`config.mk`:
```
export PLATFORM = sky130hd
export DESIGN_NAME = sorted_key_list_flat
export DESIGN_NICKNAME = d
export VERILOG_FILES = /design/src/hw/rtl/skl_pkg.sv /design/src/hw/rtl/skl_if.sv /design/src/hw/rtl/skl_cell.sv /design/src/hw/rtl/sorted_key_list.sv /design/src/flat_wrapper.sv
export SDC_FILE = /design/constraint.sdc
export NUM_CORES = 2
export LEC_CHECK = 0
export BUFFER_PORTS_ARGS = -buffer_cell sky130_fd_sc_hd__buf_2
export CORE_UTILIZATION = 57
export DETAILED_ROUTE_END_ITERATION = 6
export PLACE_DENSITY = 0.76
export SYNTH_ARGS = -nofsm -noshare
export SYNTH_HDL_FRONTEND = slang
export SYNTH_SLANG_ARGS = --single-unit
```
`constraint.sdc`:
```
create_clock -name clk -period 4.5 [get_ports clk]
set_input_delay 0.675 -clock clk [delete_from_list [all_inputs] [get_ports clk]]
set_output_delay 0.675 -clock clk [all_outputs]
set_load 0.1 [all_outputs]
```
`src/hw/rtl/skl_pkg.sv`:
```
// shared types and constants for the sorted key list
// no dependencies
package skl_pkg;

	localparam int CAPACITY = 16;
	localparam int KEY_W    = 32;
	localparam int MODE_W   = 2;
	localparam int CNT_W    = $clog2(CAPACITY + 1);

	typedef enum logic [MODE_W-1:0] {
		MODE_INSERT = 2'd0,
		MODE_REMOVE = 2'd1,
		MODE_SEARCH = 2'd2
	} skl_mode_t;

	// operation broadcast to every cell
	typedef struct packed {
		logic                    ins;
		logic                    rem;
		logic signed [KEY_W-1:0] key;
	} skl_op_t;

	// compare flags reported by a cell, both qualified by occupancy
	typedef struct packed {
		logic lt;
		logic eq;
	} skl_flags_t;

endpackage

```
`src/hw/rtl/skl_if.sv`:
```
// valid/ready channel interfaces for operations and results
// depends on skl_pkg
interface skl_in_if import skl_pkg::*; (
	input logic clk
);
	logic                    valid;
	logic                    ready;
	logic [MODE_W-1:0]       mode;
	logic signed [KEY_W-1:0] key;

	modport source (input clk, output valid, input ready, output mode, output key);
	modport sink   (input clk, input valid, output ready, input mode, input key);
endinterface

interface skl_out_if import skl_pkg::*; (
	input logic clk
);
	logic                    valid;
	logic                    ready;
	logic                    success;
	logic signed [KEY_W-1:0] found_value;
	logic [CNT_W-1:0]        entry_count;

	modport source (input clk, output valid, input ready, output success,
		output found_value, output entry_count);
	modport sink   (input clk, input valid, output ready, input success,
		input found_value, input entry_count);
endinterface

```
`src/hw/rtl/skl_cell.sv`:
```
// one slot of the sorted chain: holds a key, compares it, shifts left or right
// depends on skl_pkg
module skl_cell import skl_pkg::*; (
	input  logic                    clk,
	input  skl_op_t                 op,
	input  logic                    occupied,
	input  logic                    left_lt,
	input  logic signed [KEY_W-1:0] left_entry,
	input  logic signed [KEY_W-1:0] right_entry,
	output skl_flags_t              flags,
	output logic signed [KEY_W-1:0] entry
);

	logic signed [KEY_W-1:0] entry_q;
	logic signed [KEY_W-1:0] entry_d;

	assign flags.lt = occupied && (entry_q < op.key);
	assign flags.eq = occupied && (entry_q == op.key);
	assign entry    = entry_q;

	always_comb begin
		entry_d = entry_q;
		if (op.ins && !flags.lt) begin
			// insertion point takes the key, everything above moves up
			entry_d = left_lt ? op.key : left_entry;
		end else if (op.rem && !flags.lt) begin
			entry_d = right_entry;
		end
	end

	always_ff @(posedge clk) begin
		entry_q <= entry_d;
	end

endmodule

```
`src/hw/rtl/sorted_key_list.sv`:
```
// top level of the sorted key list: cell chain, count and result register
// depends on skl_pkg, skl_if, skl_cell

// Ascending table of up to CAPACITY signed keys held in a chain of compare
// cells. Operations are insert, remove and search; while the output side
// keeps up, one operation is taken per clock cycle and its result appears
// in the output register on the next cycle. A new operation is taken while
// a result waits, as long as the output register is free or being emptied
// in the same cycle. The cycle time is set by the parallel compare in every
// cell, the OR over all the equal flags and the shift that follows. No
// clearing pass after reset: stale keys above the count are masked.
module sorted_key_list import skl_pkg::*; (
	input logic     clk,
	input logic     arst_n,
	skl_in_if.sink  in,
	skl_out_if.source out
);

	logic [CNT_W-1:0]        count_q;
	logic [CNT_W-1:0]        count_d;
	logic                    out_valid_q;
	logic                    success_q;
	logic signed [KEY_W-1:0] found_value_q;
	logic [CNT_W-1:0]        entry_count_q;

	logic                    accept;
	logic                    found;
	logic                    success_d;
	skl_op_t                 op;
	skl_flags_t              flags [CAPACITY];
	logic signed [KEY_W-1:0] entries [CAPACITY];
	logic [CAPACITY-1:0]     eq_vec;

	// handshake: the output register parts both sides
	assign in.ready = !out_valid_q || out.ready;
	assign accept   = in.valid && in.ready;

	// broadcast operation, enables already include full/absent checks
	assign op.key = in.key;
	assign op.ins = accept && (in.mode == MODE_INSERT) &&
		(count_q < CNT_W'(CAPACITY));
	assign op.rem = accept && (in.mode == MODE_REMOVE) && found;

	// chain of cells, each sees its neighbours' keys
	for (genvar i = 0; i < CAPACITY; i++) begin : g_cell
		logic                    left_lt;
		logic signed [KEY_W-1:0] left_entry;
		logic signed [KEY_W-1:0] right_entry;

		if (i == 0) begin : g_head
			// head cell behaves as if a smaller key lay before it
			assign left_lt    = 1'b1;
			assign left_entry = entries[0];
		end else begin : g_body
			assign left_lt    = flags[i-1].lt;
			assign left_entry = entries[i-1];
		end

		if (i == CAPACITY - 1) begin : g_tail
			assign right_entry = entries[i];
		end else begin : g_inner
			assign right_entry = entries[i+1];
		end

		assign eq_vec[i] = flags[i].eq;

		skl_cell u_cell (
			.clk         (clk),
			.op          (op),
			.occupied    (CNT_W'(i) < count_q),
			.left_lt     (left_lt),
			.left_entry  (left_entry),
			.right_entry (right_entry),
			.flags       (flags[i]),
			.entry       (entries[i])
		);
	end

	assign found = |eq_vec;

	always_comb begin
		count_d   = count_q;
		success_d = 1'b0;
		if (op.ins) begin
			count_d   = count_q + CNT_W'(1);
			success_d = 1'b1;
		end else if (op.rem) begin
			count_d   = count_q - CNT_W'(1);
			success_d = 1'b1;
		end else if (in.mode == MODE_SEARCH) begin
			success_d = found;
		end
	end

	always_ff @(posedge clk or negedge arst_n) begin
		if (!arst_n) begin
			count_q     <= '0;
			out_valid_q <= 1'b0;
		end else begin
			if (accept) begin
				count_q <= count_d;
			end
			if (accept) begin
				out_valid_q <= 1'b1;
			end else if (out.ready) begin
				out_valid_q <= 1'b0;
			end
		end
	end

	// result payload, captured with each accepted transaction
	always_ff @(posedge clk) begin
		if (accept) begin
			success_q     <= success_d;
			found_value_q <= (in.mode == MODE_SEARCH && found) ? in.key : '0;
			entry_count_q <= count_d;
		end
	end

	assign out.valid       = out_valid_q;
	assign out.success     = success_q;
	assign out.found_value = found_value_q;
	assign out.entry_count = entry_count_q;

endmodule
```
`src/flat_wrapper.sv`:
```
// flat-port wrapper written by rule: the top's interface ports become plain ports
module sorted_key_list_flat import skl_pkg::*;
  (clk, arst_n, in_valid, in_ready, in_mode, in_key, out_valid, out_ready, out_success, out_found_value, out_entry_count);
  skl_in_if in_i (.clk(clk));
  skl_out_if out_i (.clk(clk));
  input logic clk;
  input logic arst_n;
  input wire logic [$bits(in_i.valid)-1:0] in_valid;
  output wire logic [$bits(in_i.ready)-1:0] in_ready;
  input wire logic [$bits(in_i.mode)-1:0] in_mode;
  input wire logic [$bits(in_i.key)-1:0] in_key;
  output wire logic [$bits(out_i.valid)-1:0] out_valid;
  input wire logic [$bits(out_i.ready)-1:0] out_ready;
  output wire logic [$bits(out_i.success)-1:0] out_success;
  output wire logic [$bits(out_i.found_value)-1:0] out_found_value;
  output wire logic [$bits(out_i.entry_count)-1:0] out_entry_count;
  assign in_i.valid = in_valid;
  assign in_ready = in_i.ready;
  assign in_i.mode = in_mode;
  assign in_i.key = in_key;
  assign out_valid = out_i.valid;
  assign out_i.ready = out_ready;
  assign out_success = out_i.success;
  assign out_found_value = out_i.found_value;
  assign out_entry_count = out_i.entry_count;
  sorted_key_list u_core (.clk(clk), .arst_n(arst_n), .in(in_i), .out(out_i));
endmodule
```
[Yosys cells after proc, flatten, opt, wreduce, memory -nomap -nowiden]
Cells that the tools add are included.
Operators by class
  equality and inequality tests: 18
  muxes and demuxes: 50
  magnitude comparators: 33
  reductions and logical operators: 106
  add/sub/neg operators: 2
Operators by type and width (number)
  two-way mux 32 bit: 45
  == test 32 bit: 16
  < comparator 32 bit: 16
  logical AND 1 bit: 69
  < comparator 4 x 5 -> 1 bit, first input constant: 8
  nonzero test 2 bit: 16
  < comparator 3 x 5 -> 1 bit, first input constant: 4
  logical NOT 1 bit: 17
  OR reduction 16 bit: 1
  < comparator 1 x 5 -> 1 bit, first input constant: 2
  < comparator 2 x 5 -> 1 bit, first input constant: 2
  two-way mux 5 bit: 2
  adder 5 x 1 -> 5 bit, second input constant: 1
  < comparator 5 bit, second input constant: 1
  subtractor 5 x 1 -> 5 bit, second input constant: 1
  two-way mux 1 bit: 3
  == test 2 x 1 -> 1 bit, second input constant: 1
  == test 2 bit, second input constant: 1
  logical NOT 2 bit: 1
  OR reduction 2 bit: 1
  logical OR 1 bit: 1
Word-level totals
  bits in registers: 556
  output and inout bits: 40

[Logic depth before layout (Yosys ltp)]
  depth in word-level cells: 8
  depth in mapped cells: 13

[Hierarchy]
Synthesis repeated with hierarchy kept, for this count alone.
Unflattened totals
  cell total of the unflattened synthesis: 3773
  area, all modules: 43366.6 µm²
Modules (own cells, without submodules)
  skl_cell: instances 16, seq. area each 960.9 µm², cells an instance 226, area each 2585.0 µm²
  sorted_key_list: instances 1, seq. area each 1291.2 µm², cells an instance 157, area each 2006.9 µm²

[Worst setup path before layout]
OpenSTA, ideal clock, no wires.
  kind: register to register
  from: register u_core.out_valid_q, in the netlist u_core.out.valid
  to: register u_core.g_cell[10].u_cell.entry_q[0] (enable)
  cell stages (with the launch flop): 10
  path buffers: 3
  setup slack: -1.395 ns
  data arrival time: 5.434 ns
  cells stage by stage: dfrtp_1 > nand2b_1 > nand2_1 > or4_1 > buf_2 > inv_1 > clkbuf_1 > nor2_2 > buf_2 > nor3_1
Between the ends
  longest elaborated chain between the ends: 7
RTL lines
  start, declared: line sorted_key_list.sv:21  | logic out_valid_q;
  start signal, assigned: line sorted_key_list.sv:98  | out_valid_q <= 1'b0;
  start signal, assigned: line sorted_key_list.sv:104  | out_valid_q <= 1'b1;
  start signal, assigned: line sorted_key_list.sv:106  | out_valid_q <= 1'b0;
  logical NOT 1 bit *: line sorted_key_list.sv:35  | assign in.ready = !out_valid_q || out.ready;
  logical OR 1 bit *: line sorted_key_list.sv:35
  net in_ready: line flat_wrapper.sv:9  | output wire logic [$bits(in_i.ready)-1:0] in_ready;
  logical AND 1 bit *: line sorted_key_list.sv:36  | assign accept = in.valid && in.ready;
  logical AND 1 bit, on equally long branches (2 in a row): line sorted_key_list.sv:40, sorted_key_list.sv:42
  logical AND 1 bit, on equally long branches: line skl_cell.sv:23, skl_cell.sv:26
  nonzero test 2 bit (no line) *
  end signal, assigned: line skl_cell.sv:32  | entry_q <= entry_d;
  end, declared: line skl_cell.sv:14  | logic signed [KEY_W-1:0] entry_q;
Mark *: on every way through the listed nets, which the timed path passes. The rest lies on a longest branch.
A chain may end at the register's enable or synchronous reset.

[Final worst setup path]
  from: register u_core.g_cell[12].u_cell.entry_q[31]
  to: register u_core.g_cell[13].u_cell.entry_q[9] (data pin)
Between the ends
  longest elaborated chain between the ends: 4
RTL lines
  start, declared: line skl_cell.sv:14
  start signal, assigned: line skl_cell.sv:32
  < comparator 32 bit: line skl_cell.sv:17  | assign flags.lt = occupied && (entry_q < op.key);
  logical AND 1 bit: line skl_cell.sv:17
  two-way mux 32 bit: line skl_cell.sv:25  | entry_d = left_lt ? op.key : left_entry;
  two-way mux 32 bit: line skl_cell.sv:23  | if (op.ins && !flags.lt) begin
  net u_core.g_cell[13].u_cell.entry_d[9]: line skl_cell.sv:15  | logic signed [KEY_W-1:0] entry_d;
  end signal, assigned: line skl_cell.sv:32
  end, declared: line skl_cell.sv:14
The timed path passes the listed nets, and every way through them passes these cells.

==> results.md <==
- The clock latency on the worst-skew pair is 650 ps.
- Summed over all layers, the global routing overflow is 0.
- In this run the count of I/O pins placed on the die edge is 78.
- The ratio of routed vias to standard cells is 6.62.
- The number of sinks on the clock net is 556.
- Of the post-synthesis cell area, the dominant cell type holds 0.417.
- The worst vdd rail ir drop is 359 uV.
- By area the synthesized netlist is led by sky130_fd_sc_hd__edfxtp_1 (42%), sky130_fd_sc_hd__ha_1 (15%), sky130_fd_sc_hd__a21oi_1 (9.5%).
- Data arrives at the worst endpoint at 4680 ps.
- Dividing the final minimum period by the clock period gives 0.954.
- The number of global-route vias before repair came to 31526.
- The critical path goes through ha_1, nand4_1, or4_1, nor3_1, o311ai_1, and4_1, nor2_4, buf_12, mux2_1, mux2_2.
- The routed design could run at a clock period as short as 4290 ps.
- The number of antenna violations at the first check in global routing is 1.
- The count of pins over their slew limit is 0.
- The first routing iteration left 3894 violations.
- At the end of routability-driven placement, the weighted congestion stood at 0.972.
- The starting utilization of the core area is 0.577.
- The largest fanout on the critical path is 32.
- The core area is around 69000 um^2.
- The post-route antenna net violation count is 0.
- The number of input and output port buffers inserted is 77.
- The buffer depth of the longest clock path is 3.
- The cell count after synthesis is 3936.
- The flow ran to the end, and the final reports show no timing, DRC or antenna violations.
- The routed wire length per instance is ~24 um.
- The global-route total usage across every layer is 0.331.
- In this run, post-CTS repair resized a total of 0 instances.
- The first TritonRoute pass finished after 6 iterations.
- Leaving out fill and tap cells, the most frequent cells in the layout are sky130_fd_sc_hd__a21oi_1 (751), sky130_fd_sc_hd__edfxtp_1 (550), sky130_fd_sc_hd__ha_1 (483).
- Compared with the post-synthesis result, the final layout area differs by 12.5%.
- The cell area after placement is between 40000 and 50000 um^2.
- The detailed-placement wirelength estimate is approximately 89 mm.
- The kind of end point of the critical path is a register.
- The routed layout has 33075 vias.
- For this design the static power due to leakage is 18.4 nW.
- After routing the design area is between 40000 and 50000 um^2.
- At the worst endpoint, the required time is 4890 ps.
- The library cell used most frequently in the layout, excluding fill and tap cells, is sky130_fd_sc_hd__a21oi_1.
- The actual slew at the worst max-slew pin is 1320 ps.
- The biggest area consumer among synthesized cells is sky130_fd_sc_hd__edfxtp_1.
- The mean instance size in the synthesized netlist is 10.1 um^2.
- In this run the tightest slew margin relative to its limit is 0.116.
- For this run, the leading register cell type out of synthesis is sky130_fd_sc_hd__edfxtp_1.
- The count of endpoints failing setup in the final report is 0.
- Setup repair after global routing left no endpoint under its margin.
- For this run, the slowest stage of the critical path takes roughly 650 ps.
- The floorplan step defined a die boundary enclosing 70600 um^2.
- In this run the power density over the cells is 376 nW/um^2.
- The worst setup skew after layout is between 20 and 25 ps.
- The share of layout cells above drive strength 1 is 0.140.
- The unique cell type count in the Yosys netlist is 73.
- The slowest cell on the critical path is sky130_fd_sc_hd__or4_1.
- The timing-limited maximum frequency is roughly 230 MHz.
- The number of clock buffers added by TritonCTS is 58.
- The height of the die is 266 um.
- The area of the mapped netlist is 39600 um^2.
- In this run, synthesis produced a sequential element count of 556.
- After routing, the total negative slack on setup checks comes to 0 ps.
- The clock tree from TritonCTS is built.
- The class of the tightest hold or removal check is input port to register.
- The remaining routing DRC violations is 0.
- The total of warnings raised by yosys is 0.
- The tool flagged a number of max-cap violations equal to 0.
- The first-pass GRT wire length is 182 mm.
- The die is 266 um wide.
- The number of antenna diodes in the final layout is 0.
- The standard-cell row count is 96.
- The CTS H-tree depth is 2.
- The fraction of registers with async set or reset after synthesis is 0.0108.
- The count of flip-flops with a built-in enable after synthesis is 550.
- The total count of hold-check failures in the final report is 0.
- The share of the Yosys chip area taken by registers is 0.420.
- The number of nets produced by synthesis is 4457.
- The number of filler instances in the final layout is about 5500.
- The wire length after detailed routing is 119 mm.
- The pin count of the biggest net entering global routing is 145.
- The cell chosen for the clock root is sky130_fd_sc_hd__clkbuf_16.
- The final-stage net count is 4535.
- The category of the critical setup timing path is register to register.
- The worst setup path is launched from a register.
- Clock-pin slew was measured on the worst setup and hold paths at 60 ps.
synthesized netlist by cell type, types with 71 or more instances:
master and number:
sky130_fd_sc_hd__a21oi_1 753, sky130_fd_sc_hd__a31oi_1 71, sky130_fd_sc_hd__clkbuf_1 211, sky130_fd_sc_hd__edfxtp_1 550
sky130_fd_sc_hd__ha_1 483, sky130_fd_sc_hd__inv_1 72, sky130_fd_sc_hd__mux2_2 138, sky130_fd_sc_hd__mux2i_1 243
sky130_fd_sc_hd__nand2_1 261, sky130_fd_sc_hd__nand3_1 105, sky130_fd_sc_hd__nand4_1 118, sky130_fd_sc_hd__nor2_1 274
sky130_fd_sc_hd__o21ai_0 153
what timing repair did:
item / in CTS / in global routing
buffers inserted: 0 / 0
hold buffers: 1 / 0
endpoints found under the hold margin: 6 / 0
area by class of cell:
| class | count | area [um^2] | share of cell area |
|---|---|---|---|
| clock inverters | 38 | 510 | 0.0114 |
| clock buffers | 71 | 1550 | 0.0348 |
| inverters | 72 | 278 | 0.00623 |
| repair buffers | 291 | 2590 | 0.0582 |
| well taps | 931 | 1160 | 0.0261 |
| multi-input cells | 3035 | 21800 | 0.489 |
| flip-flops and latches | 556 | 16700 | 0.374 |
routing by layer:
metal / global-route usage / vias up / share of wire
met5: 0 / - / 0.000075
met4: 0.107 / 2 / 0.031
met3: 0.0567 / 218 / 0.088
met2: 0.516 / 1584 / 0.45
met1: 0.467 / 16108 / 0.43
li1: - / 15163 / -
report_power, final:
part	total [W]	internal, W	switching (W)
logic	0.00506	0.00193	0.00313
registers	0.00633	0.00608	0.000255
clock network	0.00536	0.00318	0.00218
total	0.0168	0.0112	0.00556
sequential cells by signal, summed over array words and instances, names as in the netlist:
register and flops:
u_core.count_q 5, u_core.g_cell.u_cell.entry 512, u_core.out.entry_count 5, u_core.out.valid 1
u_core.out.success 1, u_core.out.found_value 32
worst max-delay path, delay by kind of cell, from the launching register on:
family	cells	cell delay, ps
DFF	1	430
muxes	2	640
buffers and inverters	1	240
and+or+nand+nor	5	1940
AOI/OAI and AO/OA	1	430
adders and majority gates	1	360
worst paths after layout:
check | start | endpoint | slack [ps] | cells after the start
setup reg to reg | u_core.g_cell[12].u_cell.entry[31] | u_core.g_cell[13].u_cell.entry[9] | 210 | 10
setup / recovery | u_core.g_cell[12].u_cell.entry[31] | u_core.g_cell[13].u_cell.entry[9] | 210 | 10
min in group asynchronous | arst_n | u_core.count_q[3] | 400 | 2
hold reg to reg | u_core.out.valid | u_core.out.valid | 560 | 2
hold / removal | in_valid | u_core.out.valid | 280 | 2
max in group asynchronous | arst_n | u_core.count_q[1] | 3920 | 2
metrics by stage:
step	hold WS, ps	setup WS, ps	power (W)	instances	utilization
after detailed placement	519	-107	0.0114	4884	0.619
after floorplan	379	-601	0.00991	3936	-
after CTS	256	465	0.0167	4994	0.649
after global routing	292	281	0.0174	4994	0.649
after global placement	511	-103	0.0112	4884	0.619
final	277	208	0.0168	4994	0.649
cells by family after synthesis:
logic type,share of synthesized area
buffers and inverters,0.0352
muxes,0.108
xor gates and xnor gates,0.00862
AOI/OAI and AO/OA,0.162
DFF,0.420
adders and majority gates,0.152
and+or+nand+nor,0.114
(Power assumes the default switching activity.)
